<file path="config.mk">
export PLATFORM = sky130hd
export DESIGN_NAME = salc_ctrl
export DESIGN_NICKNAME = d
export VERILOG_FILES = /design/src/hdl/salc_pkg.sv /design/src/hdl/salc_ctrl.sv
export SDC_FILE = /design/constraint.sdc
export NUM_CORES = 1
export LEC_CHECK = 0
export BUFFER_PORTS_ARGS = -buffer_cell sky130_fd_sc_hd__buf_2
export CORE_AREA = 2 2 39 41
export DETAILED_ROUTE_END_ITERATION = 8
export DIE_AREA = 0 0 41 43
export GPL_TIMING_DRIVEN = 0
export PLACE_DENSITY = 0.54
export SETUP_SLACK_MARGIN = 0.15
export SYNTH_ARGS = -nofsm -noshare
export SYNTH_HDL_FRONTEND = slang
export SYNTH_SLANG_ARGS = --single-unit
</file>
<file path="constraint.sdc">
create_clock -name clk_i -period 1.85 [get_ports clk_i]
set_input_delay 0.2775 -clock clk_i [delete_from_list [all_inputs] [get_ports clk_i]]
set_output_delay 0.2775 -clock clk_i [all_outputs]
set_load 0.02 [all_outputs]
</file>
<file path="src/hdl/salc_pkg.sv">
`default_nettype none

package salc_pkg;

  // Built geometry defaults.
  localparam int DefMaxSets   = 64;
  localparam int DefNumWays   = 8;
  localparam int DefAddrWidth = 64;

  localparam int StampW   = 32;
  localparam int TotalW   = 32;
  localparam int CfgIdxW  = 2;
  localparam int CfgDataW = 6;
  localparam int RawSetW  = 7;

  // Access kinds.
  localparam logic [1:0] ReqFetch  = 2'd0;
  localparam logic [1:0] ReqModify = 2'd3;

  // Configuration register indexes.
  localparam logic [CfgIdxW-1:0] CfgSetBits   = 2'd0;
  localparam logic [CfgIdxW-1:0] CfgBlockBits = 2'd1;
  localparam logic [CfgIdxW-1:0] CfgWaysInUse = 2'd2;

  typedef struct packed {
    logic [1:0]  req_type;
    logic [63:0] address;
  } req_t;

  typedef struct packed {
    logic              was_hit;
    logic              was_miss;
    logic              was_evicted;
    logic [TotalW-1:0] hits_total;
    logic [TotalW-1:0] misses_total;
    logic [TotalW-1:0] evictions_total;
  } res_t;

  // Controller to datapath.
  typedef struct packed {
    logic accept;
    logic commit;
    logic clear_we;
  } cmd_t;

  // Datapath to controller.
  typedef struct packed {
    logic out_free;
  } sts_t;

  function automatic logic [TotalW-1:0] sat_inc(input logic [TotalW-1:0] v);
    return (v == '1) ? v : v + TotalW'(1);
  endfunction

endpackage

`default_nettype wire

</file>
<file path="src/hdl/salc_ctrl.sv">
`default_nettype none

module salc_ctrl
  import salc_pkg::*;
#(
  parameter int MAX_SETS = DefMaxSets
) (
  input  wire logic clk_i,
  input  wire logic rst_ni,
  input  wire logic in_valid_i,
  output logic      in_stall_o,
  input  wire sts_t sts_i,
  output cmd_t      cmd_o,
  output logic [(MAX_SETS > 1 ? $clog2(MAX_SETS) : 1)-1:0] clear_idx_o
);

  localparam int SetIdxW = MAX_SETS > 1 ? $clog2(MAX_SETS) : 1;

  typedef enum logic [2:0] {
    StClear  = 3'b001,
    StIdle   = 3'b010,
    StLookup = 3'b100
  } state_e;

  state_e state_q, state_d;
  logic [SetIdxW-1:0] clr_q, clr_d;
  logic clr_last;

  assign clr_last = (clr_q == SetIdxW'(MAX_SETS - 1));

  always_comb begin
    state_d = state_q;
    clr_d   = clr_q;
    cmd_o   = '0;
    unique case (state_q)
      StClear: begin
        cmd_o.clear_we = 1'b1;
        clr_d = clr_q + SetIdxW'(1);
        if (clr_last) begin
          state_d = StIdle;
        end
      end
      StIdle: begin
        if (in_valid_i) begin
          cmd_o.accept = 1'b1;
          state_d = StLookup;
        end
      end
      StLookup: begin
        if (sts_i.out_free) begin
          cmd_o.commit = 1'b1;
          state_d = StIdle;
        end
      end
      default: begin
        state_d = StClear;
      end
    endcase
  end

  assign in_stall_o  = (state_q != StIdle);
  assign clear_idx_o = clr_q;

  always_ff @(posedge clk_i or negedge rst_ni) begin
    if (!rst_ni) begin
      state_q <= StClear;
      clr_q   <= '0;
    end else begin
      state_q <= state_d;
      clr_q   <= clr_d;
    end
  end

`ifndef ASSERT_OFF
  assert property (@(posedge clk_i) disable iff (!rst_ni)
    cmd_o.accept |=> (state_q == StLookup))
    else $error("accepted transaction did not enter lookup");
  assert property (@(posedge clk_i) disable iff (!rst_ni)
    cmd_o.clear_we |-> !cmd_o.accept && !cmd_o.commit)
    else $error("clearing pass overlaps a transaction");
  assert property (@(posedge clk_i) disable iff (!rst_ni)
    cmd_o.commit |=> (state_q == StIdle))
    else $error("commit did not return to idle");
`endif

endmodule

`default_nettype wire

</file>
# Word level (Yosys, flattened, before mapping)
# Index checks and enable logic that the tools add are counted.
# totals
input_bits,4
out_inout_bits,10
word_cells,21
register_bits,9
# op_classes
n_addsub,1
mux,9
reduce_logical,1
n_eq_ne,8
# op_table
op,n
3-bit two-way mux,3
3-bit case mux with 3 select lines,1
6-bit by 1-bit adder with 6-bit output (second input constant),1
6-bit == test (second input constant),1
2-bit != test (second input constant),3
1-bit two-way mux,5
3-bit by 1-bit == test with 1-bit output (second input constant),1
3-bit by 2-bit == test with 1-bit output (second input constant),1
3-bit == test (second input constant),1
3-bit by 2-bit != test with 1-bit output (second input constant),1
3-bit AND reduction,1

# Longest topological paths before layout
# Gate-level depths: netlist (run 1).
# logic_depth
word_depth,3
depth_mapped,4
ltp_nobuf,4

# Worst setup path after synthesis (run 1)
# OpenSTA, ideal clock, no wires.
# synth_path
kind,flip-flop to output port
from,reg state_q[1]
to,out cmd_o[2] (netlist name)
setup_slack_ns,0.369
path_buffers,0
path_stages_with_launch,3
t_required_ns,1.572
arrival_ns,1.204
cell_sequence,dfrtp_1 > or3b_4 > nor2_1
# synth_rtl
element,line,rtl
"start, declared",salc_ctrl.sv:25,"state_e state_q, state_d;"
"start signal, assigned",salc_ctrl.sv:66,state_q <= StClear;
"start signal, assigned",salc_ctrl.sv:69,state_q <= state_d;
"end, declared",salc_ctrl.sv:13,"output cmd_t cmd_o,"

==> out/results.tsv, run 1 <==
metric	value	unit
grt_max_degree	10	
holdWs	351	ps
die_y	43	um
crit_path_cell_trace	nor3b_4 > buf_4	
num_vias	400	
antenna_cells	0	
post-route-min-period	1630	ps
syn_nets	46	
io_pins	14	
cp.required	1570	ps
rsz0062_at_grt	true	
path_buf_inv	1	
cts_root_buffer	clkbuf_4	
wl	933	um
max_stage_delay	610	ps
die_w	41	um
start_util	0.332	
drt-initial-drc-count	6	
fmaxAchievable	0.614	GHz
dp_hpwl	634	um
setup_slack	221	ps
cts_sinks	9	
gp_congestion	0.681	
postSynthAreaPerCell	11.2	um2
fin_worst_skew	4.85	ps
viasPerCell	4.88	
synth_seq_cells	9	
path_max_fanout	8	
dpl_cell_area	544	um2
synthArstFlopShare	1.00	
setup_tns	0	ps
drt_first_pass_iters	3	
arrival	1350	ps
clk_pin_slew	60	ps
cts_buffers	3	
final_antenna_net_count	0	
ys.flop_type	dfrtp_1	
period_share	0.881	
seq_area_frac_synth	0.493	
maxSlewViolCount	0	
drive_gt1_frac	0.470	
hold_path.class	input pin to flop	
cap_violations	0	
slew_headroom	0.833	
status	complete, no violations	
drcViolationCount	0	
grt_usage	0.121	
worst-slew-pin-transition	250	ps
final_cell_mix	12 x buf_2, 8 x buf_4, 6 x dfrtp_1	
final_common_cell	buf_2	
ir_worst_vdd	0.000645	V
setup.worst_path.class	flop to primary output	
power.density	1440	nW/um2
port_buffers	13	
grt_pass1_wl	1.39	mm
clock_path_buffers	2	
pre_cts_ws	419	ps
htreeDepth	1	
crit_family	flip-flops	
rows	14	
p_leak	0.301	nW
syn_area	459	um2
syn_to_final_growth	39.0	%
yosys_warnings	0	
postSynthCellCount	41	
clock_latency	260	ps
grt_remaining_overflow	0	
finalSetupViolCount	0	
critPathSlowestCell	dfstp_2	
finalPower	0.918	mW
cp-start-kind	flop	
grt_pass1_vias	330	
fin_area	638	um2
post_drt_wl_per_cell	11.4	um
cts_tree	yes	
die-area	1760	um2
final_hold_viol_count	0	
synth.distinct_cells	22	
synth-edff-count	0	
worstSetupEndpointType	primary output	
nNetsFinal	72	
coreArea	1380	um2
antenna_found_initial	0	
[report_power, final]
part	leakage, nW	internal (mW)	switching, mW
logic	0.181	0.177	0.225
clock network	0.0150	0.0831	0.0686
registers	0.106	0.277	0.0877
[metal layers]
metal,vias up,global-route usage,part of all wire
met5,-,0,0
met4,0,0.0800,0
met3,0,0.0471,0.069
met2,11,0.153,0.46
met1,193,0.164,0.47
li1,196,-,-
[cells by family (layout without fill, tap and decap cells)]
logic type | Yosys count | count (layout) | synth area share
fa+ha+maj | 1 | 1 | 0.0272
buf+inv | 2 | 27 | 0.0164
compound gates | 5 | 5 | 0.0763
simple gates | 18 | 18 | 0.267
xor+xnor | 5 | 5 | 0.0954
mux | 1 | 1 | 0.0245
flops | 9 | 9 | 0.493
[synthesized netlist by cell type, types with 2 or more instances]
cell,count,area (um2)
dfrtp_1,8,200
inv_1,2,7.51
o21ai_0,2,10.0
nor2_1,4,15.0
nand2_1,5,18.8
xor2_1,4,35.0
[metrics by stage]
stage | std cells | utilization
after floorplan | 41 | -
after global placement | 70 | 0.393
after detailed placement | 70 | 0.393
after CTS | 75 | 0.420
after global routing | 82 | 0.461
final | 82 | 0.461
[flip-flops by register name (all words and copies together), names as in the netlist]
register     cells
clear_idx_o      6
state_q          3
[worst reg2reg max path: stages, from the launching register on]
cell	delay [ps]
dfstp_2	610
nor3b_4	290
buf_4	160
mux2_1	300
[layout make-up]
type	instances	area (um2)
inverter	2	7.51
clock buffer	4	26.3
multi-input combinational	30	225
sequential	9	229
tap	16	20.0
timing repair buffer	21	130
fill	140	746
[path summary, 6_finish.rpt]
| path | startpoint | endpoint | slack, ps | cells after the start |
|---|---|---|---|---|
| max | state_q[0]$_DFFE_PN1P_ | cmd_o[0] | 220 | 2 |
| min | in_valid_i | state_q[2]$_DFFE_PN0P_ | 350 | 3 |
| max reg2reg | state_q[0]$_DFFE_PN1P_ | clear_idx_o[1]$_DFFE_PN0N_ | 370 | 3 |
| min reg2reg | clear_idx_o[5]$_DFFE_PN0N_ | clear_idx_o[5]$_DFFE_PN0N_ | 510 | 1 |
| max in group asynchronous | rst_ni | state_q[0]$_DFFE_PN1P_ | 1210 | 2 |
| min in group asynchronous | rst_ni | clear_idx_o[2]$_DFFE_PN0N_ | 400 | 2 |
[what timing repair did]
item	4_1_cts	5_1_grt
gates cloned	0	0
setup endpoints to repair	1	2
hold buffers	1	0
setup buffers	0	7
resized for setup	1	2
endpoints found under the hold margin	8	0
No activity file was read; power rests on OpenSTA's default activity.
==> inputs of run 2 (changes only) <==
--- a/config.mk
+++ b/config.mk
@@ -5,7 +5,7 @@
 export SDC_FILE = /design/constraint.sdc
 export NUM_CORES = 1
 export LEC_CHECK = 0
-export BUFFER_PORTS_ARGS = -buffer_cell sky130_fd_sc_hd__buf_2
+export BUFFER_PORTS_ARGS = -buffer_cell sky130_fd_sc_hd__buf_4
 export CORE_AREA = 2 2 39 41
 export DETAILED_ROUTE_END_ITERATION = 8
 export DIE_AREA = 0 0 41 43
==> out/results.tsv, run 2 (synthesis gave the netlist of run 1 again) <==
metric	value	unit	change
status	complete, no violations		
holdWs	319	ps	-32.6 ps
final_hold_viol_count	0		unchanged
gp_congestion	0.608		-11%
clk_pin_slew	60	ps	about the same
arrival	1360	ps	about the same
ir_worst_vdd	0.000700	V	+8.5%
worstReg2RegEnd	clear_idx_o[1]$_DFFE_PN0N_		
setup_tns	0	ps	unchanged
worstSetupStartpoint	state_q[2]$_DFFE_PN0P_		
final_common_cell	buf_4		
dpl_cell_area	577	um2	+6.0%
power.density	1500	nW/um2	+4.6%
post_drt_wl_per_cell	11.5	um	+0.67%
syn_to_final_growth	37.3	%	
antenna_found_initial	0		unchanged
fillers	139		-0.71%
htreeDepth	1		unchanged
min_from	in_valid_i		
drive_gt1_frac	0.426		-0.0435
grt_pass1_wl	1.41	mm	+1.5%
die-area	1760	um2	unchanged
cts_root_buffer	clkbuf_4		
num_vias	367		-8.3%
nNetsFinal	67		-6.9%
worstSetupEndpointType	primary output		
ff_latch_area	229	um2	unchanged
drt_first_pass_iters	4		+1
viasPerCell	4.77		-2.3%
final_cell_mix	15 x buf_4, 6 x dfrtp_1, 5 x nand2_1		
post-route-min-period	1640	ps	+10.3 ps
final_antenna_net_count	0		unchanged
antenna_cells	0		unchanged
reg2reg_setup_slack	420	ps	+50 ps
p_leak	0.283	nW	-6.0%
fmaxAchievable	0.610	GHz	-0.63%
fin_worst_skew	3.58	ps	-1.28 ps
setup.worst_path.class	flop to primary output		
wl	882	um	-5.5%
grt_max_degree	10		unchanged
grt_pass1_vias	336		+1.8%
cp-start-kind	flop		
path_max_fanout	8		unchanged
clock_path_buffers	2		unchanged
worst-slew-pin-transition	219	ps	-30.7 ps
cp.required	1570	ps	about the same
die_w	41	um	unchanged
fin_area	631	um2	-1.2%
clock_latency	260	ps	about the same
period_share	0.886		+0.00559
drcViolationCount	0		unchanged
cts_tree	yes		
hold_end	state_q[2]$_DFFE_PN0P_		
die_y	43	um	unchanged
hold_path_depth	3		unchanged
maxSlewViolCount	0		unchanged
hold_path.class	input pin to flop		
cts_buffers	3		unchanged
cts_sinks	9		unchanged
start_util	0.332		unchanged
grt_remaining_overflow	0		unchanged
rsz0062_at_grt	true		
grt_usage	0.120		-0.000650
port_buffers	13		unchanged
io_pins	14		unchanged
worst_r2r_path_depth	3		unchanged
rr_startpoint	state_q[0]$_DFFE_PN1P_		
largest_register_ffs	6		unchanged
drt-initial-drc-count	11		+5
multi_input_area	225	um2	unchanged
cap_violations	0		unchanged
slew_headroom	0.853		+0.0195
coreArea	1380	um2	unchanged
rows	14		unchanged
finalSetupViolCount	0		unchanged
run 2: worst max path at each step:
stage | end | slack, ps | depth (start not counted)
after floorplan | cmd_o[2] | 370 | 2
after global placement | cmd_o[2] | 430 | 3
after detailed placement | cmd_o[2] | 420 | 3
after CTS | cmd_o[2] | 170 | 3
after global routing | cmd_o[2] | 140 | 3
final | cmd_o[2] | 210 | 3
run 2: metal layers:
metal	wire length, um	GRT usage
met3	70	0.0314
met5	0	0
met1	430	0.172
met4	0	0.0600
met2	380	0.163
run 2: per-stage QoR:
step,power [mW],instances,setup WS (ps),util
6_report,0.949,77,210,0.456
3_5_place_dp,0.791,70,415,0.417
4_1_cts,0.948,75,172,0.444
2_1_floorplan,0.627,41,369,-
5_1_grt,1.02,77,136,0.456
3_3_place_gp,0.788,70,426,0.417
run 2: timing repair:
item	CTS	global route
setup endpoints to repair	1	2
gates resized for setup	1	1
cloned	0	0
hold endpoints to repair	8	0
hold buffers	1	0
setup buffers	0	2
run 2: worst max-delay path, cell delays in order, from the launching register on:
cell and delay (ps):
dfrtp_2 460, or3b_4 400, nor2_1 100, buf_4 140
run 2: layout make-up:
class,count,area share
sequential,9,0.363
multi-input combinational,30,0.357
timing repair buffer,16,0.194
clock buffer,4,0.0417
tap,16,0.0317
inverter,2,0.0119
run 2: report_power, final:
group	switching [mW]	internal [mW]
registers	0.0929	0.277
logic	0.222	0.210
clock network	0.0644	0.0828
==> inputs of run 3 (changes only) <==
--- a/config.mk
+++ b/config.mk
@@ -6,11 +6,13 @@
 export NUM_CORES = 1
 export LEC_CHECK = 0
 export BUFFER_PORTS_ARGS = -buffer_cell sky130_fd_sc_hd__buf_4
-export CORE_AREA = 2 2 39 41
+export CELL_PAD_IN_SITES_DETAIL_PLACEMENT = 0
+export CELL_PAD_IN_SITES_GLOBAL_PLACEMENT = 2
+export CORE_MARGIN = 1
+export CORE_UTILIZATION = 31
 export DETAILED_ROUTE_END_ITERATION = 8
-export DIE_AREA = 0 0 41 43
 export GPL_TIMING_DRIVEN = 0
-export PLACE_DENSITY = 0.54
+export PLACE_DENSITY = 0.74
 export SETUP_SLACK_MARGIN = 0.15
 export SYNTH_ARGS = -nofsm -noshare
 export SYNTH_HDL_FRONTEND = slang
==> out/results.tsv, run 3 (synthesis gave the netlist of run 1 again) <==
metric	value	unit	change
cts_sinks	9		unchanged
final_common_cell	buf_4		
max_stage_delay	440	ps	-20 ps
path_max_fanout	8		unchanged
antenna_found_initial	0		unchanged
coreArea	1330	um2	-3.6%
die_y	40.5	um	-5.8%
setup.worst_path.class	flop to primary output		
swShare	0.406		+0.00563
status	complete, no violations		
hold_path.class	input pin to flop		
p_leak	0.280	nW	-1.0%
ff_latch_area	229	um2	unchanged
final_hold_viol_count	0		unchanged
wl	994	um	+13%
cp-start-kind	flop		
drcViolationCount	0		unchanged
clock_latency	250	ps	about the same
syn_to_final_growth	35.4	%	
antenna_cells	0		unchanged
combPwrFrac	0.445		-0.010
pre_cts_ws	425	ps	+9.90 ps
rsz0062_at_grt	false		
grt_remaining_overflow	0		unchanged
power.density	1510	nW/um2	+0.40%
die-area	1640	um2	-7.0%
clkPwrFrac	0.157		+0.002
final_antenna_net_count	0		unchanged
rows	13		-1
grt_usage	0.166		+0.0456
fillers	136		-2.2%
io_pins	14		unchanged
drive_gt1_frac	0.417		-0.00956
maxSlewViolCount	0		unchanged
multi_input_area	225	um2	unchanged
grt_max_degree	10		unchanged
worst-slew-pin-transition	265	ps	+45.5 ps
cap_violations	0		unchanged
setup_slack	214	ps	+4.13 ps
largest_register_ffs	6		unchanged
post-route-min-period	1640	ps	-4.13 ps
die_w	40.5	um	-1.3%
cts_buffers	3		unchanged
grt_pass1_vias	382		+14%
drt_first_pass_iters	3		-1
ir_worst_vdd	0.000657	V	-6.2%
power.net_switching	0.381	mW	+0.40%
cp.required	1570	ps	about the same
cts_tree	yes		
worstSetupEndpointType	primary output		
drt-initial-drc-count	2		-9
holdWs	313	ps	-6.03 ps
crit_family	simple AND/OR/NAND/NOR gates		
cts_root_buffer	clkbuf_4		
clk_pin_slew	60	ps	about the same
nNetsFinal	66		-1.5%
grt_pass1_wl	1.70	mm	+21%
port_buffers	13		unchanged
path_buf_inv	1		unchanged
dp_hpwl	746	um	
start_util	0.344		+0.0125
fmaxAchievable	0.611	GHz	+0.25%
setup_tns	0	ps	unchanged
crit_path_cell_trace	or3b_4 > nor2_1 > buf_4		
critPathSlowestCell	dfrtp_2		
seq_power_share	0.398		+0.008
p_int	0.558	mW	-1.9%
clock_path_buffers	2		unchanged
arrival	1360	ps	about the same
reg2reg_setup_slack	480	ps	+60 ps
gp_congestion	0.626		+2.9%
finalSetupViolCount	0		unchanged
fin_worst_skew	0.861	ps	-2.72 ps
period_share	0.884		-0.00223
slew_headroom	0.822		-0.0305
final_cell_mix	14 x buf_4, 6 x dfrtp_1, 5 x nand2_1		
htreeDepth	1		unchanged
post_drt_wl_per_cell	13.3	um	+16%
num_vias	375		+2.2%
viasPerCell	5.00		+4.9%
-- run 3: repair_timing --
item / 4_1_cts / 5_1_grt
endpoints found under the setup margin: 1 / 1
gates resized for setup: 1 / 1
buffers inserted: 0 / 1
hold buffers: 1 / 0
endpoints found under the hold margin: 8 / 0
-- run 3: final cells by class --
cell class | instances | area share
multi-input combinational | 30 | 0.362
clock buffer | 4 | 0.0423
inverter | 2 | 0.0121
timing repair buffer | 15 | 0.185
tap | 15 | 0.0302
sequential | 9 | 0.368
-- run 3: power groups by stage --
stage	registers (mW)	clock network (mW)	logic, mW
after detailed placement	0.377	0	0.422
after global placement	0.364	0	0.415
after CTS	0.375	0.156	0.426
after floorplan	0.441	0	0.185
after global routing	0.388	0.170	0.461
final	0.374	0.148	0.418
-- run 3: per-layer routing --
| metal | up-vias | global-route usage | routed length [um] |
|---|---|---|---|
| met3 | 0 | 0.0500 | 44 |
| met1 | 183 | 0.185 | 417 |
| met4 | 0 | 0.0750 | 0 |
| li1 | 183 | - | - |
| met2 | 9 | 0.286 | 532 |
| met5 | - | 0 | 0 |
-- run 3: per-stage QoR --
step	util	cell area [um2]	std cells	total power [mW]
2_1_floorplan	-	459	41	0.627
3_3_place_gp	0.432	576	69	0.779
3_5_place_dp	0.432	576	69	0.799
4_1_cts	0.460	613	74	0.957
5_1_grt	0.466	622	75	1.02
6_report	0.466	622	75	0.940
-- run 3: worst min-delay path, cell delays in order --
cell and delay [ps]:
buf_4 100, a31oi_1 70, nor2_1 80
-- run 3: final timing paths --
check                                      startpoint                    endpoint  depth (start not counted)
max reg2reg                    state_q[0]$_DFFE_PN1P_  clear_idx_o[1]$_DFFE_PN0N_                          2
max in group asynchronous                      rst_ni      state_q[0]$_DFFE_PN1P_                          2
min in group asynchronous                      rst_ni  clear_idx_o[4]$_DFFE_PN0N_                          2
max                            state_q[1]$_DFFE_PN0P_                    cmd_o[2]                          3
min reg2reg                clear_idx_o[5]$_DFFE_PN0N_  clear_idx_o[5]$_DFFE_PN0N_                          1
min                                        in_valid_i      state_q[2]$_DFFE_PN0P_                          3
